<file path="src/rtl/core/let_pkg.sv">
// ----------------------------------------------------------------------------
// let_pkg: shared types and constants of the line end extension tracker
// Holds the controller state encoding, the command and status structs
// exchanged between controller and datapath, and fixed constants.
// ----------------------------------------------------------------------------
package let_pkg;

  // Register indexes of the configuration port.
  localparam logic [1:0] CFG_GAP_LIMIT   = 2'd0;
  localparam logic [1:0] CFG_CONS_MIN    = 2'd1;
  localparam logic [1:0] CFG_TELE_PCT    = 2'd2;
  localparam logic [1:0] CFG_BRIDGE_LIM  = 2'd3;

  // Slope limit of the window shift accumulator.
  localparam int SHIFT_DIST = 15;
  // Divisor of the telescope percentage.
  localparam int PCT_DIV = 100;
  // Width of the pixel field of one column.
  localparam int PIXEL_BITS = 5;

  // Controller states.
  typedef enum logic [2:0] {
    ST_IDLE,
    ST_COUNT,
    ST_SCAN,
    ST_TRACK,
    ST_STEP,
    ST_CHECK,
    ST_OUT
  } state_t;

  // Commands from the controller to the datapath.
  typedef struct packed {
    logic load_start;   // latch a start request
    logic do_count;     // update streaks and counters
    logic scan_en;      // examine one streak counter
    logic do_track;     // window tracking update
    logic do_step;      // compute and apply the step
    logic do_check;     // evaluate the bridge limit
    logic finish_idle;  // column without a running job or with a read error
  } cmd_t;

  // Status from the datapath to the controller.
  typedef struct packed {
    logic gap_stop;   // gap limit exceeded on this column
    logic scan_last;  // last streak counter examined
  } stat_t;

endpackage

</file>
<file path="src/rtl/core/line_end_extension_tracker.sv">
// ----------------------------------------------------------------------------
// line_end_extension_tracker: extends one line end through a binary image
// Top level joining the sequencer, the datapath and the register file.
// ----------------------------------------------------------------------------
// Usage: a start request (in_action 0) loads the line end, edges, track
// center and direction; each column request (in_action 1) carries the black
// flags of the scan window or a read error. Every request yields exactly one
// result on the out_ channel with the next read position and the line.
// Sequence: a start or an idle/error column goes straight to the result
// state; a column that exceeds the gap limit ends after the count step; any
// other column runs the count step, the serial search over the streak
// counters, one counter per cycle, then the track, step and check steps.
// One request is in work at a time; the next is accepted in the cycle after
// the result has been taken. While the receiver holds out_ready low the
// result stays stable and no new request is taken. Synchronous reset clears
// the job and restores the register defaults (gap 20, minimum 20, percent
// 35, bridge 100). Configuration writes are taken at any edge with cfg_we
// high.
// ----------------------------------------------------------------------------
module line_end_extension_tracker #(
  parameter int SCAN_LINES = 5
) (
  input  logic               clk,
  input  logic               rst_n,
  input  logic               cfg_we,
  input  logic [1:0]         cfg_index,
  input  logic [9:0]         cfg_data,
  input  logic               in_valid,
  output logic               in_ready,
  input  logic               in_action,
  input  logic signed [15:0] in_end_position,
  input  logic signed [15:0] in_edge_low,
  input  logic signed [15:0] in_edge_high,
  input  logic signed [15:0] in_initial_center,
  input  logic               in_direction_up,
  input  logic [4:0]         in_pixel_bits,
  input  logic               in_read_error,
  output logic               out_valid,
  input  logic               out_ready,
  output logic signed [15:0] out_read_length_position,
  output logic signed [15:0] out_read_window_edge,
  output logic signed [15:0] out_new_end_position,
  output logic signed [15:0] out_new_edge_low,
  output logic signed [15:0] out_new_edge_high,
  output logic               out_extended,
  output logic               out_done_res
);

  logic [7:0] gap_limit_r, cons_min_r, tele_pct_r;
  logic [9:0] bridge_limit_r;

  // Configuration registers.
  always_ff @(posedge clk) begin
    if (!rst_n) begin
      gap_limit_r    <= 8'd20;
      cons_min_r     <= 8'd20;
      tele_pct_r     <= 8'd35;
      bridge_limit_r <= 10'd100;
    end else if (cfg_we) begin
      case (cfg_index)
        let_pkg::CFG_GAP_LIMIT:  gap_limit_r    <= cfg_data[7:0];
        let_pkg::CFG_CONS_MIN:   cons_min_r     <= cfg_data[7:0];
        let_pkg::CFG_TELE_PCT:   tele_pct_r     <= cfg_data[7:0];
        let_pkg::CFG_BRIDGE_LIM: bridge_limit_r <= cfg_data;
        default: ;
      endcase
    end
  end

  let_pkg::cmd_t  cmd;
  let_pkg::stat_t stat;

  let_ctrl u_ctrl (
    .clk, .rst_n, .in_valid, .in_ready, .in_action, .in_read_error,
    .out_valid, .out_ready, .done_now(out_done_res), .cmd, .stat
  );

  let_datapath #(.SCAN_LINES(SCAN_LINES)) u_dp (
    .clk, .rst_n, .cmd, .stat,
    .gap_limit(gap_limit_r), .cons_min(cons_min_r), .tele_pct(tele_pct_r),
    .bridge_limit(bridge_limit_r),
    .in_end_position, .in_edge_low, .in_edge_high, .in_initial_center,
    .in_direction_up, .in_pixel_bits,
    .done_o(out_done_res), .pos_o(out_read_length_position),
    .wedge_o(out_read_window_edge), .end_o(out_new_end_position),
    .elow_o(out_new_edge_low), .ehigh_o(out_new_edge_high), .ext_o(out_extended)
  );

endmodule

</file>
<file path="src/rtl/core/let_datapath.sv">
// ----------------------------------------------------------------------------
// let_datapath: registers and arithmetic of the line end extension tracker
// Holds the job state, the streak counters and the result register, and
// executes one step of the column update for each controller command.
// ----------------------------------------------------------------------------
module let_datapath #(
  parameter int SCAN_LINES = 5
) (
  input  logic               clk,
  input  logic               rst_n,
  input  let_pkg::cmd_t      cmd,
  output let_pkg::stat_t     stat,
  input  logic [7:0]         gap_limit,
  input  logic [7:0]         cons_min,
  input  logic [7:0]         tele_pct,
  input  logic [9:0]         bridge_limit,
  input  logic signed [15:0] in_end_position,
  input  logic signed [15:0] in_edge_low,
  input  logic signed [15:0] in_edge_high,
  input  logic signed [15:0] in_initial_center,
  input  logic               in_direction_up,
  input  logic [4:0]         in_pixel_bits,
  output logic               done_o,
  output logic signed [15:0] pos_o,
  output logic signed [15:0] wedge_o,
  output logic signed [15:0] end_o,
  output logic signed [15:0] elow_o,
  output logic signed [15:0] ehigh_o,
  output logic               ext_o
);

  localparam int IW   = (SCAN_LINES > 1) ? $clog2(SCAN_LINES) : 1;
  localparam int HALF = SCAN_LINES / 2;
  localparam logic [15:0] HALF16 = 16'(HALF);
  localparam int PIXEL_BITS_C = let_pkg::PIXEL_BITS;
  // Rounded-up reciprocal of 100 scaled by 2^31.
  localparam logic [24:0] RECIP100 = 25'd21474837;

  logic [15:0] streak_r [SCAN_LINES];
  logic [15:0] streak_nxt [SCAN_LINES];
  logic [15:0] pos_r, wedge_r, center_r, step_r, gap_r, cons_r;
  logic [15:0] end_r, elow_r, ehigh_r;
  logic signed [3:0] tshift_r;
  logic signed [7:0] acc_r;
  logic up_r, ext_r, found_r, gstop_r;
  logic [IW-1:0] scan_i_r;
  logic [15:0] best_r;
  logic [IW-1:0] best_i_r;
  logic [23:0] prod_r;

  // Streak counter at the tracked center, zero if outside the window.
  logic [15:0] cidx;
  logic [15:0] at_center;
  always_comb begin
    cidx = center_r - wedge_r;
    at_center = '0;
    if (cidx < 16'(SCAN_LINES)) begin
      at_center = streak_r[cidx[IW-1:0]];
    end
  end

  assign stat.gap_stop  = gstop_r;
  assign stat.scan_last = (scan_i_r == IW'(SCAN_LINES - 1));

  // Per scan line streak update and the column counters.
  logic any_black;
  logic [15:0] gap_inc;
  logic [15:0] cons_v, gap_v;
  logic stop_v;
  always_comb begin
    any_black = 1'b0;
    for (int i = 0; i < SCAN_LINES; i++) begin
      if (i < PIXEL_BITS_C && in_pixel_bits[i % 5]) begin
        streak_nxt[i] = (streak_r[i] == 16'hFFFF) ? streak_r[i] : streak_r[i] + 16'd1;
        any_black = 1'b1;
      end else begin
        streak_nxt[i] = '0;
      end
    end
    gap_inc = (gap_r == 16'hFFFF) ? gap_r : gap_r + 16'd1;
    cons_v  = any_black ? ((cons_r == 16'hFFFF) ? cons_r : cons_r + 16'd1) : 16'd0;
    gap_v   = any_black ? gap_r : gap_inc;
    stop_v  = !any_black && (gap_v > {8'd0, gap_limit});
  end

  // Step distance for the next column and the telescope product.
  logic [15:0] step_nxt;
  logic [15:0] adv;
  assign step_nxt = found_r ? 16'd1 : ((step_r == 16'hFFFF) ? step_r : step_r + 16'd1);
  // Division by 100 as a reciprocal multiply; exact for every product below 2^24.
  logic [48:0] q_mul;
  logic [17:0] quo;
  always_comb begin
    q_mul = 49'(prod_r) * 49'(RECIP100);
    quo   = q_mul[48:31];
    adv   = (quo == 18'd0) ? 16'd1 : quo[15:0];
  end

  // Bridge check arithmetic in 18 bits signed.
  logic signed [17:0] beyond;
  always_comb begin
    if (up_r) begin
      beyond = 18'(signed'(pos_r)) - 18'(signed'(end_r)) - signed'({2'b0, cons_r});
    end else begin
      beyond = 18'(signed'(end_r)) - 18'(signed'(pos_r)) - signed'({2'b0, cons_r});
    end
  end

  logic signed [15:0] mid;
  assign mid = signed'(wedge_r + HALF16);

  always_ff @(posedge clk) begin
    if (!rst_n) begin
      for (int i = 0; i < SCAN_LINES; i++) streak_r[i] <= '0;
      pos_r <= '0; wedge_r <= '0; center_r <= '0; step_r <= '0;
      gap_r <= '0; cons_r <= '0; end_r <= '0; elow_r <= '0; ehigh_r <= '0;
      tshift_r <= '0; acc_r <= '0; up_r <= 1'b0; ext_r <= 1'b0;
      found_r <= 1'b0; gstop_r <= 1'b0; scan_i_r <= '0; best_r <= '0;
      best_i_r <= '0; prod_r <= '0; done_o <= 1'b0;
    end else begin
      if (cmd.load_start) begin
        for (int i = 0; i < SCAN_LINES; i++) streak_r[i] <= '0;
        end_r    <= in_end_position;
        pos_r    <= in_end_position;
        elow_r   <= in_edge_low;
        ehigh_r  <= in_edge_high;
        wedge_r  <= in_initial_center - HALF16;
        center_r <= in_initial_center;
        tshift_r <= '0; acc_r <= '0; step_r <= '0; gap_r <= '0; cons_r <= '0;
        up_r     <= in_direction_up;
        ext_r    <= 1'b0;
        done_o   <= 1'b0;
      end
      if (cmd.finish_idle) begin
        done_o <= 1'b1;
      end
      // Column counters and extension acceptance.
      if (cmd.do_count) begin
        for (int i = 0; i < SCAN_LINES; i++) streak_r[i] <= streak_nxt[i];
        found_r  <= any_black;
        scan_i_r <= '0;
        best_r   <= '0;
        best_i_r <= '0;
        gstop_r  <= stop_v;
        done_o   <= stop_v;
        cons_r   <= cons_v;
        if (!stop_v && cons_v >= {8'd0, cons_min}) begin
          gap_r <= '0;
          end_r <= pos_r;
          if (mid < signed'(elow_r)) begin
            elow_r <= mid;
          end else if (mid > signed'(ehigh_r)) begin
            ehigh_r <= mid;
          end
          ext_r <= 1'b1;
        end else begin
          gap_r <= gap_v;
        end
      end
      // Search for the longest streak, one counter per cycle.
      if (cmd.scan_en) begin
        if (streak_r[scan_i_r] > best_r) begin
          best_r   <= streak_r[scan_i_r];
          best_i_r <= scan_i_r;
        end
        if (scan_i_r != IW'(SCAN_LINES - 1)) begin
          scan_i_r <= scan_i_r + IW'(1);
        end
      end
      // Retarget, then shift the window at most one row.
      if (cmd.do_track) begin
        logic signed [3:0] ts;
        logic [15:0] cen;
        ts  = tshift_r;
        cen = center_r;
        if (found_r && at_center == 16'd0 && best_r != 16'd0) begin
          cen = wedge_r + 16'(best_i_r);
          ts  = 4'(signed'({1'b0, best_i_r}) - HALF);
        end
        if (ts != 0) begin
          logic sp;
          logic signed [8:0] a;
          sp = (ts > 0);
          a  = sp ? 9'(acc_r) + 9'sd1 : 9'(acc_r) - 9'sd1;
          if ((a == 0) || ((a > 0) == sp)) begin
            a = sp ? a - 9'(let_pkg::SHIFT_DIST) : a + 9'(let_pkg::SHIFT_DIST);
            wedge_r <= sp ? wedge_r + 16'd1 : wedge_r - 16'd1;
            cen     = sp ? cen + 16'd1 : cen - 16'd1;
            ts      = sp ? ts - 4'sd1 : ts + 4'sd1;
            if (sp) begin
              for (int i = 0; i < SCAN_LINES - 1; i++) streak_r[i] <= streak_r[i+1];
              streak_r[SCAN_LINES-1] <= '0;
            end else begin
              for (int i = SCAN_LINES - 1; i > 0; i--) streak_r[i] <= streak_r[i-1];
              streak_r[0] <= '0;
            end
          end
          acc_r <= a[7:0];
        end
        center_r <= cen;
        tshift_r <= ts;
        step_r   <= step_nxt;
        prod_r   <= 24'(step_nxt) * 24'(tele_pct);
      end
      // Advance the read position by the telescoped step.
      if (cmd.do_step) begin
        pos_r <= up_r ? pos_r + adv : pos_r - adv;
      end
      if (cmd.do_check) begin
        if (beyond > signed'({8'd0, bridge_limit})) begin
          done_o <= 1'b1;
        end
      end
    end
  end

  assign pos_o   = pos_r;
  assign wedge_o = wedge_r;
  assign end_o   = end_r;
  assign elow_o  = elow_r;
  assign ehigh_o = ehigh_r;
  assign ext_o   = ext_r;

endmodule

</file>
<file path="src/rtl/core/let_ctrl.sv">
// ----------------------------------------------------------------------------
// let_ctrl: sequencer of the line end extension tracker
// Accepts requests, runs the datapath through the column steps and holds
// the result until the receiver takes it.
// ----------------------------------------------------------------------------
module let_ctrl (
  input  logic           clk,
  input  logic           rst_n,
  input  logic           in_valid,
  output logic           in_ready,
  input  logic           in_action,
  input  logic           in_read_error,
  output logic           out_valid,
  input  logic           out_ready,
  input  logic           done_now,
  output let_pkg::cmd_t  cmd,
  input  let_pkg::stat_t stat
);

  let_pkg::state_t state_r, state_nxt;
  logic active_r, active_nxt;

  always_ff @(posedge clk) begin
    if (!rst_n) begin
      state_r  <= let_pkg::ST_IDLE;
      active_r <= 1'b0;
    end else begin
      state_r  <= state_nxt;
      active_r <= active_nxt;
    end
  end

  // Next state and commands.
  always_comb begin
    state_nxt  = state_r;
    active_nxt = active_r;
    cmd        = '0;
    in_ready   = 1'b0;
    out_valid  = 1'b0;
    case (state_r)
      let_pkg::ST_IDLE: begin
        in_ready = 1'b1;
        if (in_valid) begin
          if (!in_action) begin
            cmd.load_start = 1'b1;
            active_nxt     = 1'b1;
            state_nxt      = let_pkg::ST_OUT;
          end else if (!active_r || in_read_error) begin
            cmd.finish_idle = 1'b1;
            active_nxt      = 1'b0;
            state_nxt       = let_pkg::ST_OUT;
          end else begin
            cmd.do_count = 1'b1;
            state_nxt    = let_pkg::ST_COUNT;
          end
        end
      end
      let_pkg::ST_COUNT: begin
        if (stat.gap_stop) begin
          active_nxt = 1'b0;
          state_nxt  = let_pkg::ST_OUT;
        end else begin
          state_nxt = let_pkg::ST_SCAN;
        end
      end
      let_pkg::ST_SCAN: begin
        cmd.scan_en = 1'b1;
        if (stat.scan_last) state_nxt = let_pkg::ST_TRACK;
      end
      let_pkg::ST_TRACK: begin
        cmd.do_track = 1'b1;
        state_nxt    = let_pkg::ST_STEP;
      end
      let_pkg::ST_STEP: begin
        cmd.do_step = 1'b1;
        state_nxt   = let_pkg::ST_CHECK;
      end
      let_pkg::ST_CHECK: begin
        cmd.do_check = 1'b1;
        state_nxt    = let_pkg::ST_OUT;
      end
      let_pkg::ST_OUT: begin
        out_valid = 1'b1;
        if (done_now) active_nxt = 1'b0;
        if (out_ready) state_nxt = let_pkg::ST_IDLE;
      end
      default: state_nxt = let_pkg::ST_IDLE;
    endcase
  end

  // A result is only offered while no request is being taken.
  assert property (@(posedge clk) disable iff (!rst_n) !(out_valid && in_ready))
    else $error("result offered while accepting");
  // A start request always leads to the result state.
  assert property (@(posedge clk) disable iff (!rst_n)
    (in_valid && in_ready && !in_action) |=> (state_r == let_pkg::ST_OUT))
    else $error("start did not produce a result");
  // After a gap stop the job is no longer active.
  assert property (@(posedge clk) disable iff (!rst_n)
    (state_r == let_pkg::ST_COUNT && stat.gap_stop) |=> !active_r)
    else $error("job active after gap stop");

endmodule

</file>
<file path="config.mk">
export PLATFORM = sky130hd
export DESIGN_NAME = line_end_extension_tracker
export DESIGN_NICKNAME = d
export VERILOG_FILES = /design/src/rtl/core/let_pkg.sv /design/src/rtl/core/line_end_extension_tracker.sv /design/src/rtl/core/let_datapath.sv /design/src/rtl/core/let_ctrl.sv
export SDC_FILE = /design/constraint.sdc
export NUM_CORES = 2
export LEC_CHECK = 0
export CAP_MARGIN = 5
export CORE_ASPECT_RATIO = 1.1
export CORE_MARGIN = 1
export CORE_UTILIZATION = 45
export CTS_CLUSTER_SIZE = 30
export DETAILED_ROUTE_END_ITERATION = 7
export DONT_BUFFER_PORTS = 1
export PLACE_DENSITY = 0.6
export SKIP_LAST_GASP = 1
export SLEW_MARGIN = 25
export SYNTH_ARGS = -nofsm -noshare
export SYNTH_HDL_FRONTEND = slang
export SYNTH_HIERARCHICAL = 1
export SYNTH_SLANG_ARGS = --single-unit
</file>
<file path="constraint.sdc">
create_clock -name clk -period 29.3 [get_ports clk]
set_clock_uncertainty 0.1 [all_clocks]
set_input_delay 7.325 -clock clk [delete_from_list [all_inputs] [get_ports clk]]
set_output_delay 7.325 -clock clk [all_outputs]
set_load 0.05 [all_outputs]
</file>
# Yosys cells after proc, flatten, opt, wreduce, memory -nomap -nowiden
# Memory sizes are Yosys's and may differ from the RTL's. A register that Yosys moved wholly into a read port is not among the register bits.
# Cells that the tools add are included.
[word_totals]
ramBits = 80
reg_bits = 245
word_cells = 296
n_memories = 1
out_inout_bits = 84
input_bits = 89
[memory_table]
columns = ["name", "words", "word_bits", "rd", "rd_ports_with_merged_regs", "wr", "line", "source"]
rows = [
  ["u_dp.streak_r", 5, 16, 7, 1, 5, "let_datapath.sv:39", "logic [15:0] streak_r [SCAN_LINES];"],
]
[classes]
bitwise_logic = 20
reduce_logical = 26
mux = 156
n_mul = 2
add_sub_neg = 30
order_cmp = 9
n_eq_ne = 26
[op_table]
columns = ["operator", "count"]
rows = [
  ["two-way mux 16 bit", 74],
  ["adder 16 x 1 -> 16 bit, second input constant", 10],
  ["equality test 16 bit, second input constant", 8],
  ["two-way mux 1 bit", 50],
  ["multiplier 24 x 25 -> 49 bit, second input constant", 1],
  ["two-way mux 8 bit", 5],
  ["two-way mux 3 bit", 13],
  ["subtractor 18 x 17 -> 18 bit", 2],
  ["subtractor 16 x 16 -> 17 bit", 2],
  ["greater-than comparator 16 bit", 2],
  ["zero test 32 bit", 1],
  ["two-way mux 4 bit", 8],
  ["nonzero test 32 bit", 1],
  ["subtractor 16 x 1 -> 16 bit, second input constant", 2],
  ["subtractor 16 bit", 2],
  ["multiplier 16 x 8 -> 24 bit", 1],
  ["case mux 3 bit (7 select lines)", 1],
  ["OR 1 bit", 20],
  ["greater-than comparator 18 x 11 -> 1 bit", 1],
  ["zero test 18 bit", 1],
  ["two-way mux 18 bit", 1],
  ["adder 16 bit", 1],
  ["adder 16 x 2 -> 16 bit, second input constant", 1],
  ["adder 16 x 3 -> 16 bit", 1],
  ["40 further kinds", 60],
]

# Longest topological paths before layout
[depth]
depth_word = 21
depth_mapped = 45
mapped_depth_nobuf = 44

# Hierarchy
# The synthesis kept the hierarchy.
[by_module_without_submodules]
columns = ["module", "seq_area_each_um2", "instances", "cells_each", "area_per_inst_um2"]
rows = [
  ["let_datapath", 6546.3, 1, 4293, 37394.6],
  ["line_end_extension_tracker", 680.7, 1, 132, 1320.0],
  ["let_ctrl", 80.1, 1, 46, 345.3],
]

# Worst setup path before layout
# Ideal clock, no wire load.
[synth_timing]
path_type = "in2reg"
from = "in in_pixel_bits[0]"
to = "reg u_dp.ehigh_r[7] (netlist: u_dp/ehigh_o[7])"
slack_ns = 17.891
arrival_time_ns = 11.177
setup_time_ns = 0.132
stages = 22
required_time_ns = 29.068
n_path_buf = 4
cell_sequence = "nor3_1 and2_1 buf_2 o31a_1 buf_2 mux2_2 ha_1 nor2b_1 o21a_1 o21a_1 o21a_1 o21a_1 o21a_1 o21a_1 o22ai_1 a31oi_1 or3_4 nand4b_1 buf_2 buf_1 nor3_1 nor3_1"
[synth_via]
elab_chain_cells = 12
word_cells_on_any_way = 15
classes_between = "order compare (2); mux (9); reduce/logical (4)"
[synth_rtl]
columns = ["element", "line", "source"]
rows = [
  ["start: declaration", "line_end_extension_tracker.sv:36", "input logic [4:0] in_pixel_bits,"],
  ["two-way mux 1 bit (*) (5 in series)", "let_datapath.sv:73", "if (i < PIXEL_BITS_C && in_pixel_bits[i % 5]) begin"],
  ["two-way mux 16 bit", "let_datapath.sv:82", "gap_v = any_black ? gap_r : gap_inc;"],
  ["greater-than comparator 16 x 8 -> 1 bit", "let_datapath.sv:83", "stop_v = !any_black && (gap_v > {8'd0, gap_limit});"],
  ["logical AND 1 bit", "let_datapath.sv:83", ""],
  ["zero test 1 bit", "let_datapath.sv:147", "if (!stop_v && cons_v >= {8'd0, cons_min}) begin"],
  ["logical AND 1 bit (*)", "let_datapath.sv:147", ""],
  ["two-way mux 16 bit (*)", "let_datapath.sv:147", ""],
  ["two-way mux 16 bit (*)", "let_datapath.sv:138", "if (cmd.do_count) begin"],
  ["end signal: assignment", "let_datapath.sv:126", "ehigh_r <= in_edge_high;"],
  ["end signal: assignment", "let_datapath.sv:153", "ehigh_r <= mid;"],
  ["end: declaration", "let_datapath.sv:42", "logic [15:0] end_r, elow_r, ehigh_r;"],
]
# Mark *: on every way between the ends. The rest lies on a longest branch, timed or not.
# A chain may end at the register's enable or synchronous reset.

# Worst setup path in the final report
[layout_timing]
from = "in in_pixel_bits[0]"
to = "reg u_dp.ehigh_r[1] (netlist: u_dp/ehigh_o[1])"
# The elaborated chain is that of the path after synthesis.

==> flow_summary.yaml <==
timing:
  layout_worst_path_cycle_share_pct: 41.2
  drv_slew: 0
  relSlewSlack_pct: 29.4
  hold_violations: 0
  fin_hold_ws_ns: 0.359
  worst_slack_ns: 17.24
  rsz0062_at_grt: "false"
  fin_setup_tns_ns: 0
  setup_viol: 0
  min_period_ns: 12.06
  worst_pin_slew_ns: 1.06
  timing.fmax_ghz: 0.0829
worst_setup_path:
  crit_type: "input pin to flip-flop"
  path_max_fanout: 67
  regToRegSetupSlack_ns: 17.65
  worst_r2r_startpoint: "u_dp/prod_r[7]"
  start_kind: "input pin"
  r2r.worst_path.cells: 40
  arrival_ns: 12.47
  r2r_end: "u_dp/pos_o[14]"
  cp-end-kind: "flip-flop"
  cp.required_ns: 29.71
die:
  row_count: 112
  die_w_um: 283
  coreArea_sq_um: 85300
  dieHeight_um: 311
  start_util_pct: 45.8
  io_pins: 173
  dieArea_sq_um: 88000
placed_design:
  place_ws_ns: 16.67
  gp_congestion: 0.923
  hpwl_um: 89400
  dpl_cell_area_sq_um: 40300
  port-buffer-count: 0
synth:
  async_flop_share_pct: 0
  synth_edf_count: 80
  ys_warn_count: 6
  synth_ff_type: "dfxtp_1"
  syn-cell-area_sq_um: 39100
  synth-seq-area-share_pct: 18.7
  syn_area_per_cell_sq_um: 8.74
  yosysUniqueCellTypes: 99
  synth-seq-cells: 325
  netlist_instances: 4471
  syn_nets: 5379
worst_hold_path:
  hp-start: "cons_min_r[6]"
  worstHoldPathCells: 2
  min_path_type: "flip-flop to flip-flop"
  whs_endpoint: "cons_min_r[6]"
power_and_ir_drop:
  peakVddDrop_mv: 0.0926
  power.total_w: 0.00288
  leakagePower_nw: 19.2
  power_density_nw_per_um2: 69.0
final_layout:
  finish.instance_area_sq_um: 41800
  seqCellArea_sq_um: 7310
  multiInputGateArea_sq_um: 28800
  drive_above_1_share_pct: 5.41
  mostFrequentLayoutCells: "610 x inv_1, 495 x ha_1, 354 x nand2_1, 324 x fa_1, 292 x nor2_1"
  area_growth_pct: 6.93
  final.fill_count: 8197
  layout_commonest_cell: "inv_1"
  finalNetCount: 5308
clock_tree:
  post_cts_resized: 0
  cts_setup_buffers: 0
  clock_sinks: 325
  cts_made_buffers: 43
  cts_tree: "built"
  cts.reportedPaths.clkPinSlew_ns: 0.06
  cts_buffer_depth: 3
  cts_hold_buf: 0
  cts_root_buf: "clkbuf_16"
  htreeDepth: 2
  clock_latency_ns: 0.61
global_routing:
  antenna_found_initial: 4
  grt_overflow: 0
  grt_pass1_wl_um: 177000
  grt_usage_pct: 25.5
  grt_max_degree: 165
  grt_pass1_vias: 31100
detailed_routing:
  dr.pass1.iters: 7
  wl_per_cell_um: 20.3
  drc: 0
  final_antenna_net_count: 0
  drtIter0Drc: 2264
  wirelength_um: 113000
  avgViaCountPerCell: 5.69
  dr_total_vias: 31700
run:
  maxCapViolations: 0
outcome:
  outcome: "completed"
[worst max-delay path, stage by stage]
cell and delay, ns:
nor3_1 0.33, and2_1 0.49, o31a_1 0.48, mux2_2 0.40, ha_1 0.29, nor2b_1 0.14
o21a_1 0.16, o21a_1 0.17, o21a_1 0.16, o21a_1 0.16, o21a_1 0.16, o21a_1 0.16
o22ai_1 0.19, a31oi_1 0.16, or3_4 0.64, nand4b_1 0.29, buf_4 0.25, o221a_1 0.25
a311oi_1 0.23
[final cells by class]
type,instances,area share (%)
Multi-Input combinational cell,3349,68.9
Sequential cell,325,17.5
Inverter,614,5.53
Tap cell,1140,3.42
Clock buffer,55,2.80
Timing Repair Buffer,67,1.23
Clock inverter,25,0.665
Antenna cell,1,0.00599
[where the power goes]
part | internal [W] | switching (W) | total [W]
Combinational | 0.000697 | 0.000941 | 0.00164
Sequential | 0.000518 | 0.000173 | 0.000691
Clock | 0.000321 | 0.000232 | 0.000553
[cell usage after synthesis (14+ instances only)]
cell | n | area (sq um)
and2_1 | 70 | 438
inv_1 | 611 | 2290
o221ai_1 | 18 | 158
nand2b_1 | 23 | 144
o211ai_1 | 37 | 278
a21oi_1 | 227 | 1140
a31oi_1 | 27 | 169
o21bai_1 | 28 | 210
nor2b_1 | 48 | 300
nand3_1 | 104 | 521
edfxtp_1 | 80 | 2400
nand4_1 | 53 | 332
a21o_1 | 77 | 578
fa_1 | 324 | 6490
o221a_2 | 14 | 158
xnor2_1 | 155 | 1360
o21ai_0 | 160 | 801
a22o_1 | 15 | 131
or3_1 | 20 | 125
mux2_2 | 30 | 338
o21a_1 | 30 | 225
nor4_1 | 32 | 200
o22ai_1 | 54 | 338
buf_2 | 22 | 110
mux2i_1 | 136 | 1360
nor2_1 | 295 | 1110
ha_1 | 495 | 6190
xor2_1 | 103 | 902
nand2_1 | 354 | 1330
buf_1 | 20 | 75.1
nor3_1 | 91 | 455
mux4_2 | 16 | 360
a22oi_1 | 26 | 195
clkbuf_1 | 135 | 507
and3_1 | 50 | 313
a211oi_1 | 41 | 308
dfxtp_1 | 245 | 4900
o311a_1 | 17 | 170
[layer usage]
| metal | vias up | wire (um) | global-route usage (%) |
|---|---|---|---|
| met5 | - | 0 | 0 |
| met4 | 0 | 4680 | 9.94 |
| met3 | 187 | 8420 | 5.57 |
| met2 | 909 | 50600 | 40.4 |
| met1 | 15400 | 49500 | 33.8 |
| li1 | 15300 | - | - |
[cells by family after synthesis]
group	Yosys count	share of synthesized area [%]
and+or+nand+nor	1208	15.0
AOI/OAI and AO/OA	882	14.9
adders and majority gates	819	32.5
buffers and inverters	797	7.80
DFF	325	18.7
xor gates and xnor gates	258	5.79
muxes	182	5.27
[state kept, by name, summed over array words and instances (netlist names), 10 cells and up]
| register | cells |
|---|---|
| u_dp/best_r | 16 |
| u_dp/pos_o | 16 |
| bridge_limit_r | 10 |
| u_dp/elow_o | 16 |
| u_dp/end_o | 16 |
| u_dp/prod_r | 24 |
| u_dp/center_r | 16 |
| u_dp/ehigh_o | 16 |
| u_dp/cons_r | 16 |
| u_dp/step_r | 16 |
| u_dp/gap_r | 16 |
| u_dp/streak_r | 80 |
| u_dp/wedge_o | 16 |
[worst max-delay path by stage]
stage / depth (start not counted) / to / slack [ns] / start
2_1_floorplan: 22 / u_dp/ehigh_o[7] / 17.89 / in_pixel_bits[0]
3_3_place_gp: 19 / u_dp/ehigh_o[1] / 16.75 / in_pixel_bits[0]
3_5_place_dp: 19 / u_dp/ehigh_o[1] / 16.67 / in_pixel_bits[0]
4_1_cts: 19 / u_dp/ehigh_o[1] / 17.30 / in_pixel_bits[0]
5_1_grt: 40 / u_dp/pos_o[15] / 16.80 / u_dp/prod_r[7]
6_report: 19 / u_dp/ehigh_o[1] / 17.24 / in_pixel_bits[0]
[metrics by stage]
| stage | util (%) | instances |
|---|---|---|
| 6_report | 48.9 | 5576 |
| 3_5_place_dp | 47.2 | 5495 |
| 2_1_floorplan | - | 4471 |
| 3_3_place_gp | 47.2 | 5495 |
| 4_1_cts | 48.9 | 5575 |
| 5_1_grt | 48.9 | 5576 |
(Power assumes the default switching activity.)
